**config.mk**
```make
export PLATFORM = sky130hd
export DESIGN_NAME = baro_sensor_compensation
export DESIGN_NICKNAME = d
export VERILOG_FILES = /design/src/rtl/bsc_pkg.sv /design/src/rtl/bsc_div.sv /design/src/rtl/baro_sensor_compensation.sv
export SDC_FILE = /design/constraint.sdc
export NUM_CORES = 2
export LEC_CHECK = 0
export BUFFER_PORTS_ARGS = -buffer_cell sky130_fd_sc_hd__buf_2
export CAP_MARGIN = 25
export CORE_ASPECT_RATIO = 0.6
export CORE_MARGIN = 4
export CORE_UTILIZATION = 50
export CTS_CLUSTER_SIZE = 14
export DETAILED_ROUTE_END_ITERATION = 10
export PLACE_DENSITY = 0.66
export REMOVE_ABC_BUFFERS = 1
export SETUP_SLACK_MARGIN = 0.15
export SYNTH_ARGS = -nofsm -noshare
export SYNTH_HDL_FRONTEND = slang
export SYNTH_SLANG_ARGS = --single-unit
export TNS_END_PERCENT = 50
```
**constraint.sdc**
```tcl
create_clock -name i_clk -period 30.2 [get_ports i_clk]
set_clock_uncertainty 0.15 [all_clocks]
set_input_delay 1.51 -clock i_clk [delete_from_list [all_inputs] [get_ports i_clk]]
set_output_delay 1.51 -clock i_clk [all_outputs]
set_load 0.02 [all_outputs]
```
**src/rtl/bsc_pkg.sv**
```systemverilog
// Shared types for the barometric compensation block.
// Holds the request/response structs between the sequencer and the divider.
// No dependencies.
`default_nettype none

package bsc_pkg;

    localparam int unsigned DATA_W = 32;

    typedef struct packed {
        logic              start;
        logic              is_signed;
        logic [DATA_W-1:0] dividend;
        logic [DATA_W-1:0] divisor;
    } t_div_req;

    typedef struct packed {
        logic              done;
        logic [DATA_W-1:0] quotient;
    } t_div_rsp;

endpackage

`default_nettype wire

```
**src/rtl/bsc_div.sv**
```systemverilog
// Serial 32-bit restoring divider, one quotient bit per cycle.
// Signed mode truncates toward zero. Uses bsc_pkg request/response structs.
`default_nettype none

module bsc_div
    import bsc_pkg::*;
(
    input  wire logic     i_clk,
    input  wire logic     i_rst_n,
    input  wire t_div_req i_req,
    output t_div_rsp      o_rsp
);

    logic              r_busy;
    logic              r_done;
    logic [4:0]        r_cnt;
    logic [DATA_W-1:0] r_rem;
    logic [DATA_W-1:0] r_quo;
    logic [DATA_W-1:0] r_den;
    logic              r_neg;

    logic              a_neg;
    logic              b_neg;
    logic [DATA_W-1:0] a_mag;
    logic [DATA_W-1:0] b_mag;
    logic [DATA_W:0]   shifted;
    logic [DATA_W:0]   trial;
    logic              bit_ok;

    always_comb begin
        a_neg   = i_req.is_signed & i_req.dividend[DATA_W-1];
        b_neg   = i_req.is_signed & i_req.divisor[DATA_W-1];
        a_mag   = a_neg ? (~i_req.dividend + 1'b1) : i_req.dividend;
        b_mag   = b_neg ? (~i_req.divisor + 1'b1) : i_req.divisor;
        shifted = {r_rem, r_quo[DATA_W-1]};
        trial   = shifted - {1'b0, r_den};
        bit_ok  = (shifted >= {1'b0, r_den});
    end

    always_ff @(posedge i_clk) begin
        if (!i_rst_n) begin
            r_busy <= 1'b0;
            r_done <= 1'b0;
            r_cnt  <= '0;
        end else begin
            r_done <= 1'b0;
            if (i_req.start) begin
                r_busy <= 1'b1;
                r_cnt  <= 5'(DATA_W - 1);
            end else if (r_busy) begin
                r_cnt <= r_cnt - 5'd1;
                if (r_cnt == 5'd0) begin
                    r_busy <= 1'b0;
                    r_done <= 1'b1;
                end
            end
        end
    end

    always_ff @(posedge i_clk) begin
        if (i_req.start) begin
            r_rem <= '0;
            r_quo <= a_mag;
            r_den <= b_mag;
            r_neg <= a_neg ^ b_neg;
        end else if (r_busy) begin
            r_rem <= bit_ok ? trial[DATA_W-1:0] : shifted[DATA_W-1:0];
            r_quo <= {r_quo[DATA_W-2:0], bit_ok};
        end
    end

    assign o_rsp.done     = r_done;
    assign o_rsp.quotient = r_neg ? (~r_quo + 1'b1) : r_quo;

endmodule

`default_nettype wire

```
**src/rtl/baro_sensor_compensation.sv**
```systemverilog
// Barometric sensor compensation, top level: APB register file, sequencer,
// shared multiplier and output register. Depends on bsc_pkg and bsc_div.
//
// Usage:
//   Input channel (i_in_valid / o_in_stall) carries i_req_type and
//   i_raw_reading. Type 0 is a raw temperature reading (bits 23:8 used),
//   type 1 a raw pressure reading. Each transaction yields one result on the
//   output channel (o_out_valid / i_out_stall): o_result_kind, o_value and
//   o_div_fault (set with value 0 when a divisor was zero).
//   Calibration words and the oversampling setting are written over APB at
//   byte addresses 0, 8, 16 and 24; write them only while the block is idle,
//   the block itself does not enforce it. One item at a time: o_in_stall is
//   high from acceptance until the result is loaded into the output register.
//   Each item takes at most one divide in the serial divider and steps through
//   the formula on one shared 32x32 multiplier; a divide-by-zero item finishes early.
//   A finished result waits in the output register while the receiver
//   stalls; the next item is accepted meanwhile, and its result is held back
//   until the register frees up.
//   Reset clears the calibration words and stored B5, sets oversampling to
//   3 and empties the output register.
`default_nettype none

module baro_sensor_compensation
    import bsc_pkg::*;
(
    input  wire logic        i_clk,
    input  wire logic        i_rst_n,
    // input channel
    input  wire logic        i_in_valid,
    output logic             o_in_stall,
    input  wire logic        i_req_type,
    input  wire logic [23:0] i_raw_reading,
    // output channel
    output logic             o_out_valid,
    input  wire logic        i_out_stall,
    output logic             o_result_kind,
    output logic signed [31:0] o_value,
    output logic             o_div_fault,
    // configuration
    input  wire logic        psel,
    input  wire logic        penable,
    input  wire logic        pwrite,
    input  wire logic [4:0]  paddr,
    input  wire logic [63:0] pwdata,
    output logic [63:0]      prdata,
    output logic             pready
);

    localparam logic [1:0] REG_COEF_A = 2'd0;
    localparam logic [1:0] REG_COEF_B = 2'd1;
    localparam logic [1:0] REG_COEF_C = 2'd2;
    localparam logic [1:0] REG_OSS    = 2'd3;

    localparam logic [4:0] ST_IDLE  = 5'd0;
    localparam logic [4:0] T_MUL    = 5'd1;
    localparam logic [4:0] T_X1     = 5'd2;
    localparam logic [4:0] T_DEN    = 5'd3;
    localparam logic [4:0] T_DIV    = 5'd4;
    localparam logic [4:0] T_B5     = 5'd5;
    localparam logic [4:0] P_B6     = 5'd6;
    localparam logic [4:0] P_SQM    = 5'd7;
    localparam logic [4:0] P_SQ     = 5'd8;
    localparam logic [4:0] P_X1M    = 5'd9;
    localparam logic [4:0] P_X1     = 5'd10;
    localparam logic [4:0] P_X3     = 5'd11;
    localparam logic [4:0] P_B3     = 5'd12;
    localparam logic [4:0] P_X1B    = 5'd13;
    localparam logic [4:0] P_X2B    = 5'd14;
    localparam logic [4:0] P_X3B    = 5'd15;
    localparam logic [4:0] P_B4M    = 5'd16;
    localparam logic [4:0] P_B4     = 5'd17;
    localparam logic [4:0] P_B7     = 5'd18;
    localparam logic [4:0] P_DIV    = 5'd19;
    localparam logic [4:0] P_PX     = 5'd20;
    localparam logic [4:0] P_X2C    = 5'd21;
    localparam logic [4:0] P_M3038  = 5'd22;
    localparam logic [4:0] P_X1C    = 5'd23;
    localparam logic [4:0] P_X3C    = 5'd24;
    localparam logic [4:0] P_FIN    = 5'd25;
    localparam logic [4:0] ST_DONE  = 5'd26;

    localparam logic signed [31:0] K_T_ROUND  = 32'sd8;
    localparam logic signed [31:0] K_B6_OFF   = 32'sd4000;
    localparam logic signed [31:0] K_B3_ROUND = 32'sd2;
    localparam logic signed [31:0] K_X3_ROUND = 32'sd2;
    localparam logic signed [31:0] K_B4_OFF   = 32'sd32768;
    localparam logic [31:0]        K_P_SCALE  = 32'd50000;
    localparam logic signed [31:0] K_C1       = 32'sd3038;
    localparam logic signed [31:0] K_C2       = -32'sd7357;
    localparam logic signed [31:0] K_C3       = 32'sd3791;

    // signed divide by 2**k, truncating toward zero
    function automatic logic signed [31:0] sdiv_p2(input logic signed [31:0] a,
                                                   input logic [4:0] k);
        logic signed [31:0] bias;
        bias = a[31] ? ((32'sd1 <<< k) - 32'sd1) : 32'sd0;
        return (a + bias) >>> k;
    endfunction

    // config registers
    logic [63:0] r_coef_a;
    logic [63:0] r_coef_b;
    logic [31:0] r_coef_c;
    logic [1:0]  r_oss;
    logic        cfg_wr;

    // sequencer and datapath
    logic [4:0]         r_state;
    logic               r_kind;
    logic [23:0]        r_raw;
    logic [63:0]        r_prod;
    logic signed [31:0] r_x1;
    logic signed [31:0] r_x2;
    logic signed [31:0] r_x3;
    logic signed [31:0] r_b6;
    logic signed [31:0] r_sq;
    logic signed [31:0] r_b3;
    logic [31:0]        r_b4;
    logic [31:0]        r_ps;
    logic               r_dbl;
    logic signed [31:0] r_tb5;
    logic signed [31:0] r_res;
    logic               r_fault;

    // output register
    logic               r_out_valid;
    logic               r_out_kind;
    logic signed [31:0] r_out_value;
    logic               r_out_fault;

    logic signed [31:0] ac1, ac2, ac3, ac4, ac5, ac6, b1, b2, mc, md;
    logic signed [31:0] ut_m_ac6;
    logic signed [31:0] den;
    logic [31:0]        up;
    logic [31:0]        b7;
    logic [31:0]        b4_now;
    logic signed [31:0] b3_sum;
    logic [31:0]        b3_sh;
    logic [31:0]        mul_a;
    logic [31:0]        mul_b;
    logic               out_free;
    t_div_req           div_req;
    t_div_rsp           div_rsp;

    assign ac1 = 32'(signed'(r_coef_a[63:48]));
    assign ac2 = 32'(signed'(r_coef_a[47:32]));
    assign ac3 = 32'(signed'(r_coef_a[31:16]));
    assign ac4 = 32'(r_coef_a[15:0]);
    assign ac5 = 32'(r_coef_b[63:48]);
    assign ac6 = 32'(r_coef_b[47:32]);
    assign b1  = 32'(signed'(r_coef_b[31:16]));
    assign b2  = 32'(signed'(r_coef_b[15:0]));
    assign mc  = 32'(signed'(r_coef_c[31:16]));
    assign md  = 32'(signed'(r_coef_c[15:0]));

    assign ut_m_ac6 = 32'(r_raw[23:8]) - ac6;
    assign den      = r_x1 + md;
    assign up       = 32'(r_raw >> (4'd8 - {2'b00, r_oss}));
    assign b7       = r_prod[31:0];
    // B4 product is taken at 32 bits before the shift
    assign b4_now   = {15'd0, r_prod[31:15]};
    assign b3_sum   = (ac1 <<< 2) + r_x3;
    assign b3_sh    = 32'(b3_sum) << r_oss;

    // APB
    assign pready = 1'b1;
    assign cfg_wr = psel & penable & pwrite;

    always_comb begin
        case (paddr[4:3])
            REG_COEF_A: prdata = r_coef_a;
            REG_COEF_B: prdata = r_coef_b;
            REG_COEF_C: prdata = {32'd0, r_coef_c};
            REG_OSS:    prdata = {62'd0, r_oss};
            default:    prdata = '0;
        endcase
    end

    always_ff @(posedge i_clk) begin
        if (!i_rst_n) begin
            r_coef_a <= '0;
            r_coef_b <= '0;
            r_coef_c <= '0;
            r_oss    <= 2'd3;
        end else if (cfg_wr) begin
            case (paddr[4:3])
                REG_COEF_A: r_coef_a <= pwdata;
                REG_COEF_B: r_coef_b <= pwdata;
                REG_COEF_C: r_coef_c <= pwdata[31:0];
                REG_OSS:    r_oss    <= pwdata[1:0];
                default:    r_oss    <= r_oss;
            endcase
        end
    end

    // shared multiplier operand select; product registered every cycle
    always_comb begin
        mul_a = '0;
        mul_b = '0;
        case (r_state)
            T_MUL: begin
                mul_a = ut_m_ac6;
                mul_b = ac5;
            end
            P_SQM: begin
                mul_a = r_b6;
                mul_b = r_b6;
            end
            P_X1M: begin
                mul_a = b2;
                mul_b = r_sq;
            end
            P_X1: begin
                mul_a = ac2;
                mul_b = r_b6;
            end
            P_B3: begin
                mul_a = ac3;
                mul_b = r_b6;
            end
            P_X1B: begin
                mul_a = b1;
                mul_b = r_sq;
            end
            P_B4M: begin
                mul_a = ac4;
                mul_b = r_x3 + K_B4_OFF;
            end
            P_B4: begin
                mul_a = up - r_b3;
                mul_b = K_P_SCALE >> r_oss;
            end
            P_PX: begin
                mul_a = K_C2;
                mul_b = r_ps;
            end
            P_X2C: begin
                mul_a = r_x1;
                mul_b = r_x1;
            end
            P_M3038: begin
                mul_a = r_prod[31:0];
                mul_b = K_C1;
            end
            default: begin
                mul_a = '0;
                mul_b = '0;
            end
        endcase
    end

    always_ff @(posedge i_clk) begin
        r_prod <= 64'(mul_a) * 64'(mul_b);
    end

    // divider request
    always_comb begin
        div_req.start     = 1'b0;
        div_req.is_signed = 1'b0;
        div_req.dividend  = '0;
        div_req.divisor   = '0;
        case (r_state)
            T_DEN: begin
                div_req.start     = (den != 32'sd0);
                div_req.is_signed = 1'b1;
                div_req.dividend  = mc <<< 11;
                div_req.divisor   = den;
            end
            P_B7: begin
                div_req.start     = 1'b1;
                div_req.is_signed = 1'b0;
                div_req.dividend  = b7[31] ? b7 : (b7 << 1);
                div_req.divisor   = r_b4;
            end
            default: begin
                div_req.start = 1'b0;
            end
        endcase
    end

    bsc_div u_div (
        .i_clk   (i_clk),
        .i_rst_n (i_rst_n),
        .i_req   (div_req),
        .o_rsp   (div_rsp)
    );

    assign out_free = !r_out_valid || !i_out_stall;

    // sequencer
    always_ff @(posedge i_clk) begin
        if (!i_rst_n) begin
            r_state <= ST_IDLE;
            r_tb5   <= '0;
        end else begin
            case (r_state)
                ST_IDLE: begin
                    if (i_in_valid) begin
                        r_kind  <= i_req_type;
                        r_raw   <= i_raw_reading;
                        r_fault <= 1'b0;
                        r_state <= i_req_type ? P_B6 : T_MUL;
                    end
                end
                T_MUL: r_state <= T_X1;
                T_X1: begin
                    r_x1    <= sdiv_p2(r_prod[31:0], 5'd15);
                    r_state <= T_DEN;
                end
                T_DEN: begin
                    if (den == 32'sd0) begin
                        r_fault <= 1'b1;
                        r_res   <= '0;
                        r_state <= ST_DONE;
                    end else begin
                        r_state <= T_DIV;
                    end
                end
                T_DIV: begin
                    if (div_rsp.done) begin
                        r_x3    <= r_x1 + div_rsp.quotient;
                        r_state <= T_B5;
                    end
                end
                T_B5: begin
                    r_tb5   <= r_x3;
                    r_res   <= sdiv_p2(r_x3 + K_T_ROUND, 5'd4);
                    r_state <= ST_DONE;
                end
                P_B6: begin
                    r_b6    <= r_tb5 - K_B6_OFF;
                    r_state <= P_SQM;
                end
                P_SQM: r_state <= P_SQ;
                P_SQ: begin
                    r_sq    <= sdiv_p2(r_prod[31:0], 5'd12);
                    r_state <= P_X1M;
                end
                P_X1M: r_state <= P_X1;
                P_X1: begin
                    r_x1    <= sdiv_p2(r_prod[31:0], 5'd11);
                    r_state <= P_X3;
                end
                P_X3: begin
                    r_x3    <= r_x1 + sdiv_p2(r_prod[31:0], 5'd11);
                    r_state <= P_B3;
                end
                P_B3: begin
                    r_b3    <= sdiv_p2(b3_sh + K_B3_ROUND, 5'd2);
                    r_state <= P_X1B;
                end
                P_X1B: begin
                    r_x1    <= sdiv_p2(r_prod[31:0], 5'd13);
                    r_state <= P_X2B;
                end
                P_X2B: begin
                    r_x2    <= sdiv_p2(r_prod[31:0], 5'd16);
                    r_state <= P_X3B;
                end
                P_X3B: begin
                    r_x3    <= sdiv_p2(r_x1 + r_x2 + K_X3_ROUND, 5'd2);
                    r_state <= P_B4M;
                end
                P_B4M: r_state <= P_B4;
                P_B4: begin
                    r_b4 <= b4_now;
                    if (b4_now == 32'd0) begin
                        r_fault <= 1'b1;
                        r_res   <= '0;
                        r_state <= ST_DONE;
                    end else begin
                        r_state <= P_B7;
                    end
                end
                P_B7: begin
                    // large B7 divides first, then doubles, as published
                    r_dbl   <= b7[31];
                    r_state <= P_DIV;
                end
                P_DIV: begin
                    if (div_rsp.done) begin
                        r_ps    <= r_dbl ? (div_rsp.quotient << 1) : div_rsp.quotient;
                        r_state <= P_PX;
                    end
                end
                P_PX: begin
                    r_x1    <= sdiv_p2(r_ps, 5'd8);
                    r_state <= P_X2C;
                end
                P_X2C: begin
                    r_x2    <= sdiv_p2(r_prod[31:0], 5'd16);
                    r_state <= P_M3038;
                end
                P_M3038: r_state <= P_X1C;
                P_X1C: begin
                    r_x1    <= sdiv_p2(r_prod[31:0], 5'd16);
                    r_state <= P_X3C;
                end
                P_X3C: begin
                    r_x3    <= sdiv_p2(r_x1 + r_x2 + K_C3, 5'd4);
                    r_state <= P_FIN;
                end
                P_FIN: begin
                    r_res   <= r_ps + r_x3;
                    r_state <= ST_DONE;
                end
                ST_DONE: begin
                    if (out_free) begin
                        r_state <= ST_IDLE;
                    end
                end
                default: r_state <= ST_IDLE;
            endcase
        end
    end

    // output register
    always_ff @(posedge i_clk) begin
        if (!i_rst_n) begin
            r_out_valid <= 1'b0;
        end else if (r_state == ST_DONE && out_free) begin
            r_out_valid <= 1'b1;
        end else if (!i_out_stall) begin
            r_out_valid <= 1'b0;
        end
    end

    always_ff @(posedge i_clk) begin
        if (r_state == ST_DONE && out_free) begin
            r_out_kind  <= r_kind;
            r_out_value <= r_res;
            r_out_fault <= r_fault;
        end
    end

    assign o_in_stall    = (r_state != ST_IDLE);
    assign o_out_valid   = r_out_valid;
    assign o_result_kind = r_out_kind;
    assign o_value       = r_out_value;
    assign o_div_fault   = r_out_fault;

endmodule

`default_nettype wire

```
# Word-level counts from Yosys, hierarchy flattened
# Index checks and enable logic that the tools add are counted.
totals:
  register_bits: 640
  in_bits: 101
  out_inout_bits: 101
  wordCells: 200
classes:
  add_sub_neg: 30
  n_mul: 1
  n_lt_le_gt_ge: 1
  eq_ne: 36
  shifts: 3
  mux: 49
  bitwise: 10
  reduce_logical: 38
op_table:
  columns: ["cell", "count"]
  rows:
  - ["$mux 32", 11]
  - ["$pmux 32 s11", 1]
  - ["$pmux 32 s4", 2]
  - ["$pmux 32 s8", 1]
  - ["$pmux 64 s4", 1]
  - ["$pmux 32 s5", 1]
  - ["$pmux 5 s26", 1]
  - ["$pmux 65 s2", 1]
  - ["$add 32x1->32 const B", 3]
  - ["$add 32x16->32", 3]
  - ["$not 32->32", 3]
  - ["$add 32x3->32", 2]
  - ["$add 32x32->32", 2]
  - ["$add 32x5->32", 2]
  - ["$logic_not 32->1", 2]
  - ["$sub 32x32->32", 2]
  - ["$eq 5x5->1 const B", 11]
  - ["$eq 5x4->1 const B", 8]
  - ["$mux 5", 7]
  - ["$ge 33x32->1", 1]
  - ["$add 18x32->32", 1]
  - ["$add 32x12->32", 1]
  - ["$add 32x13->32", 1]
  - ["$add 32x13->32 const B", 1]
  - ["other kinds (54)", 99]

# Longest topological paths before layout
logic_depth:
  word_depth: 6
  depth_mapped: 59
  depth_no_buf: 53

# Modules after synthesis
# From an unflattened synthesis, not the netlist that was laid out.
hier_totals:
  cells_unflattened: 7765
  hier_area_um2: 65315.1
modules_own_cells:
  columns: ["mod", "n_inst", "cells_each", "area_each_um2"]
  rows:
  - ["baro_sensor_compensation", 1, 6821, 57335.0]
  - ["bsc_div", 1, 944, 7980.2]

# Least setup slack after synthesis
# No wires, ideal clock.
synth_path:
  path_type: "register to register"
  start: "reg r_oss[0]"
  end: "reg r_prod[31]"
  setup_ns: 0.118
  t_arrival_ns: 13.430
  t_required_ns: 29.932
  path_slack_ns: 16.501
  path_stages_with_launch: 53
  path_buffers: 7
  period_less_slack_ns: 13.699
  path_cell_list: "dfxtp_1 inv_1 buf_1 clkbuf_1 buf_1 buf_1 ha_1 clkbuf_1 buf_1 clkbuf_1 mux2i_1 mux2i_1 mux2i_1 a21oi_1 ha_1 or2_2 a21o_1 a32o_1 [... 17 more ...] fa_1 fa_1 xnor2_1 xnor2_1 xnor2_1 xnor2_1 xnor2_1 xnor2_1 xnor2_1 xnor3_1 xnor2_1 xnor3_1 xnor2_1 xnor2_1 xnor2_1 xnor2_1 xnor3_1 xnor2_1"
synth_between:
  elab_chain_len: 5
  word_cells_on_any_way: 7
synth_rtl:
  columns: ["item", "line_no", "source"]
  rows:
  - ["start, declared", "baro_sensor_compensation.sv:104", "logic [1:0] r_oss;"]
  - ["start signal, assigned", "baro_sensor_compensation.sv:190", "REG_OSS: r_oss <= pwdata[1:0];"]
  - ["start signal, assigned", "baro_sensor_compensation.sv:191", "default: r_oss <= r_oss;"]
  - ["$sub 4x2->4", "baro_sensor_compensation.sv:158", "assign up = 32'(r_raw >> (4'd8 - {2'b00, r_oss}));"]
  - ["$shr 24x4->32", "baro_sensor_compensation.sv:158", null]
  - ["$sub 32x32->32", "baro_sensor_compensation.sv:230", "mul_a = up - r_b3;"]
  - ["$pmux 32 s11", "baro_sensor_compensation.sv:200", "case (r_state)"]
  - ["$mul 32x32->32 (*)", "baro_sensor_compensation.sv:253", "r_prod <= 64'(mul_a) * 64'(mul_b);"]
  - ["end signal, assigned", "baro_sensor_compensation.sv:253", null]
  - ["end, declared", "baro_sensor_compensation.sv:111", "logic [63:0] r_prod;"]
# Mark *: on every way between the ends. The rest lies on a longest branch, timed or not.
# A chain may end at the register's enable or synchronous reset.

# Final worst setup path
layout_path:
  start: "reg r_oss[1]"
  end: "reg r_prod[31]"
# Same word-level chain as after synthesis.

==> results.md <==
- CTS Root Buffer Type: clkbuf_16
- Slowest stage delay, CP: 1.24 ns
- Max-cap violation count: 0
- Slew Limit Fails: 0
- Hold Path Origin: r_res[31]
- Antenna Violating Nets Remaining: 0
- Clk pwr share: 23.6%
- DRT Pass-1 Iters: 7
- Synth Warn #: 0
- Seq cells post-synth: 628
- Critical path class: reg2reg
- Terminus of the critical flop-to-flop path: r_prod[31]
- Die W: 472 um
- Placer congestion estimate: 1.06
- Outcome: finished clean
- Post_cts resized: 0
- Hold Slack: 0.257 ns
- Worst Hold Class: reg2reg
- Final setup TNS: 0 ns
- CTS tree: yes
- Hold path depth: 0
- Post-detailed-routing wire length: 282000 um
- Synth Instances: 7698
- FF/Latch Area: 0.0162 mm2
- Prevailing post-synth register cell: edfxtp_1
- Highest clock rate: 0.0629 GHz
- RSZ-0062 raised after global routing: false
- Largest net degree at the start of global routing: 90
- Commonest non-fill, non-tap cell in the layout: nand2_1
- Initial antenna violation count: 24
- 1st-iter DRT viols: 9584
- Leak: 28.9 nW
- Endpoints failing setup: 0
- Clk_lat worst skew: 0.72 ns
- Cell variety after synth: 109
- Multi-input logic area: 0.0446 mm2
- PortBufs: 193
- Number of global-route vias before repair: 55975
- Vias: 61861
- WHS Endpoint: o_value[31]
- Normalized max-slew margin: 17.5%
- Reg2Reg Depth: 45
- Core box area: 0.127 mm2
- Layout area overhead: 9.23%
- H-tree depth: 3
- CTS clock-pin slew for the worst setup and hold paths: 0.07 ns
- Fill cells: 11746
- # DRC: 0
- Clock Sinks: 628
- Total GRT Usage: 40.5%
- Net Switching: 1.77 mW
- Power Internal: 2.13 mW
- Critical Path Sink Type: register
- Total power: 3.90 mW
- Worst EP arrival: 16.30 ns
- Num CTS Buffers: 68
- Worst-path fanout max: 26
- I/O pin cnt: 202
- Crit share post-route: 52.6%
- R2r setup slk: 14.31 ns
- Combinational fraction of design power: 47.7%
- Synthesized area per cell: 8.38 um2
- Most frequent cells in the layout: 1052 x nand2_1, 742 x nor2_1, 691 x inv_1, 479 x a21oi_1, 417 x fa_1
- Maximum VDD drop: 48.5 uV
- Die Ht: 286 um
- Vias per cell: 6.47
- FP Rows: 101
- Starting Density: 50.7%
- Post-DP HPWL: 222000 um
- Async SR Flop Fraction: 0%
- First-pass GRT wire length: 399000 um
- Hold buffers post-CTS: 0
- Final worst path period need: 15.89 ns
- Sequential share of power: 28.6%
- Crit path max-delay cell type: ha_1
- Avg WL per Cell: 29.4 um
- Post-CTS Setup Inserts: 0
- Reg2reg start: r_oss[1]
- Worst Max-Slew Pin Slew: 1.23 ns
- Die ar.: 0.135 mm2
- Final net count: 8725
- Net Sw Frac: 45.3%
- Mapped Area: 0.0645 mm2
- Register area share after synthesis: 25.0%
- Post-synth EDFFs: 357
- Final Hold Viols: 0
- Longest Clk Path Bufs: 3
- Cell mode on critical path: xnor2_1
- Critical Path RT: 30.61 ns
- PD cells: 55.3 mW/mm2
- Crit start category: register
- Layout cells sized above 1: 9.04%
- Total gr overflow: 0
cell type report:
type / count / share of cell area [%]
Antenna cell: 13 / 0.0462
Clock buffer: 94 / 2.70
Clock inverter: 30 / 0.639
Inverter: 696 / 3.71
Multi-Input combinational cell: 6014 / 63.3
Sequential cell: 628 / 22.9
Tap cell: 1699 / 3.02
Timing Repair Buffer: 394 / 3.63
power groups by stage:
stage	combinational, mW	sequential [mW]	clock [mW]
after floorplan	1.10	1.11	0
after global placement	1.74	1.12	0
after detailed placement	1.76	1.12	0
after CTS	1.78	1.11	0.923
after global routing	1.98	1.12	0.957
final	1.86	1.12	0.921
state kept, by name, indices dropped and copies added (netlist names), 16 cells and up:
signal and flops:
r_res 32, u_div.r_rem 32, u_div.r_den 32, r_tb5 32, r_coef_b 64, r_x3 32, r_prod 32, r_b3 30
r_x1 24, r_x2 16, r_b6 32, r_raw 20, r_b4 17, r_ps 32, u_div.r_quo 32, o_value 32
r_sq 20, r_coef_c 32, r_coef_a 64
kinds of logic after synthesis:
group,Yosys count,share of synthesized area (%)
AO/OA/AOI/OAI,1654,17.1
XOR/XNOR,607,8.30
adder cells (fa/ha/maj),822,20.8
buffers and inverters,1063,6.22
flip-flops,628,25.0
multiplexers,185,3.11
other,2,0.0116
AND/OR/NAND/NOR,2737,19.4
synthesized netlist by cell type (all sizes together) (129+ instances only):
library cell / count / area share (%)
ha: 405 / 7.9
fa: 417 / 13
nand3: 129 / 1.0
a21oi: 482 / 3.7
dfxtp: 271 / 8.4
edfxtp: 357 / 17
inv: 694 / 4.0
xor2: 197 / 2.7
nor2: 755 / 4.4
clkbuf: 318 / 1.8
mux2i: 142 / 2.2
xnor2: 407 / 5.5
nor3: 149 / 1.2
o21ai: 303 / 2.4
nand2: 1054 / 6.1
worst max-delay path, delay by kind of cell, from the launching register on:
family                   cells  cell delay (ns)
AO/OA/AOI/OAI                8             2.25
adder cells (fa/ha/maj)     10             5.79
XOR/XNOR                    17             3.96
flip-flops                   1             0.72
multiplexers                 2             0.95
AND/OR/NAND/NOR              4             0.76
buffers and inverters        4             1.14
metrics by stage:
| step | worst slack (ns) | instances | cell area (um2) | utilization, % |
|---|---|---|---|---|
| after floorplan | 14.88 | 7338 | 63200 | - |
| after global placement | 14.40 | 9413 | 67900 | 53.3 |
| after detailed placement | 14.24 | 9415 | 67900 | 53.4 |
| after CTS | 14.08 | 9539 | 70300 | 55.2 |
| after global routing | 13.63 | 9556 | 70500 | 55.4 |
| final | 14.31 | 9568 | 70500 | 55.4 |
routing by layer:
layer	global-route usage (%)	vias up	part of all wire, %
li1	-	26874	-
met5	2.77	-	0.22
met2	49.9	4439	35
met4	10.7	22	3.2
met1	58.3	29990	42
met3	23.6	536	19
worst max path at each step:
stage                  start         end  slack, ns  cells past startpoint
floorplan           r_oss[0]  r_prod[31]      14.88                     46
global placement    r_oss[1]  r_prod[31]      14.40                     44
detailed placement  r_oss[1]  r_prod[31]      14.24                     44
CTS                 r_oss[1]  r_prod[31]      14.08                     44
global route        r_oss[1]  r_prod[31]      13.63                     45
finish              r_oss[1]  r_prod[31]      14.31                     45
(Power assumes the default switching activity.)
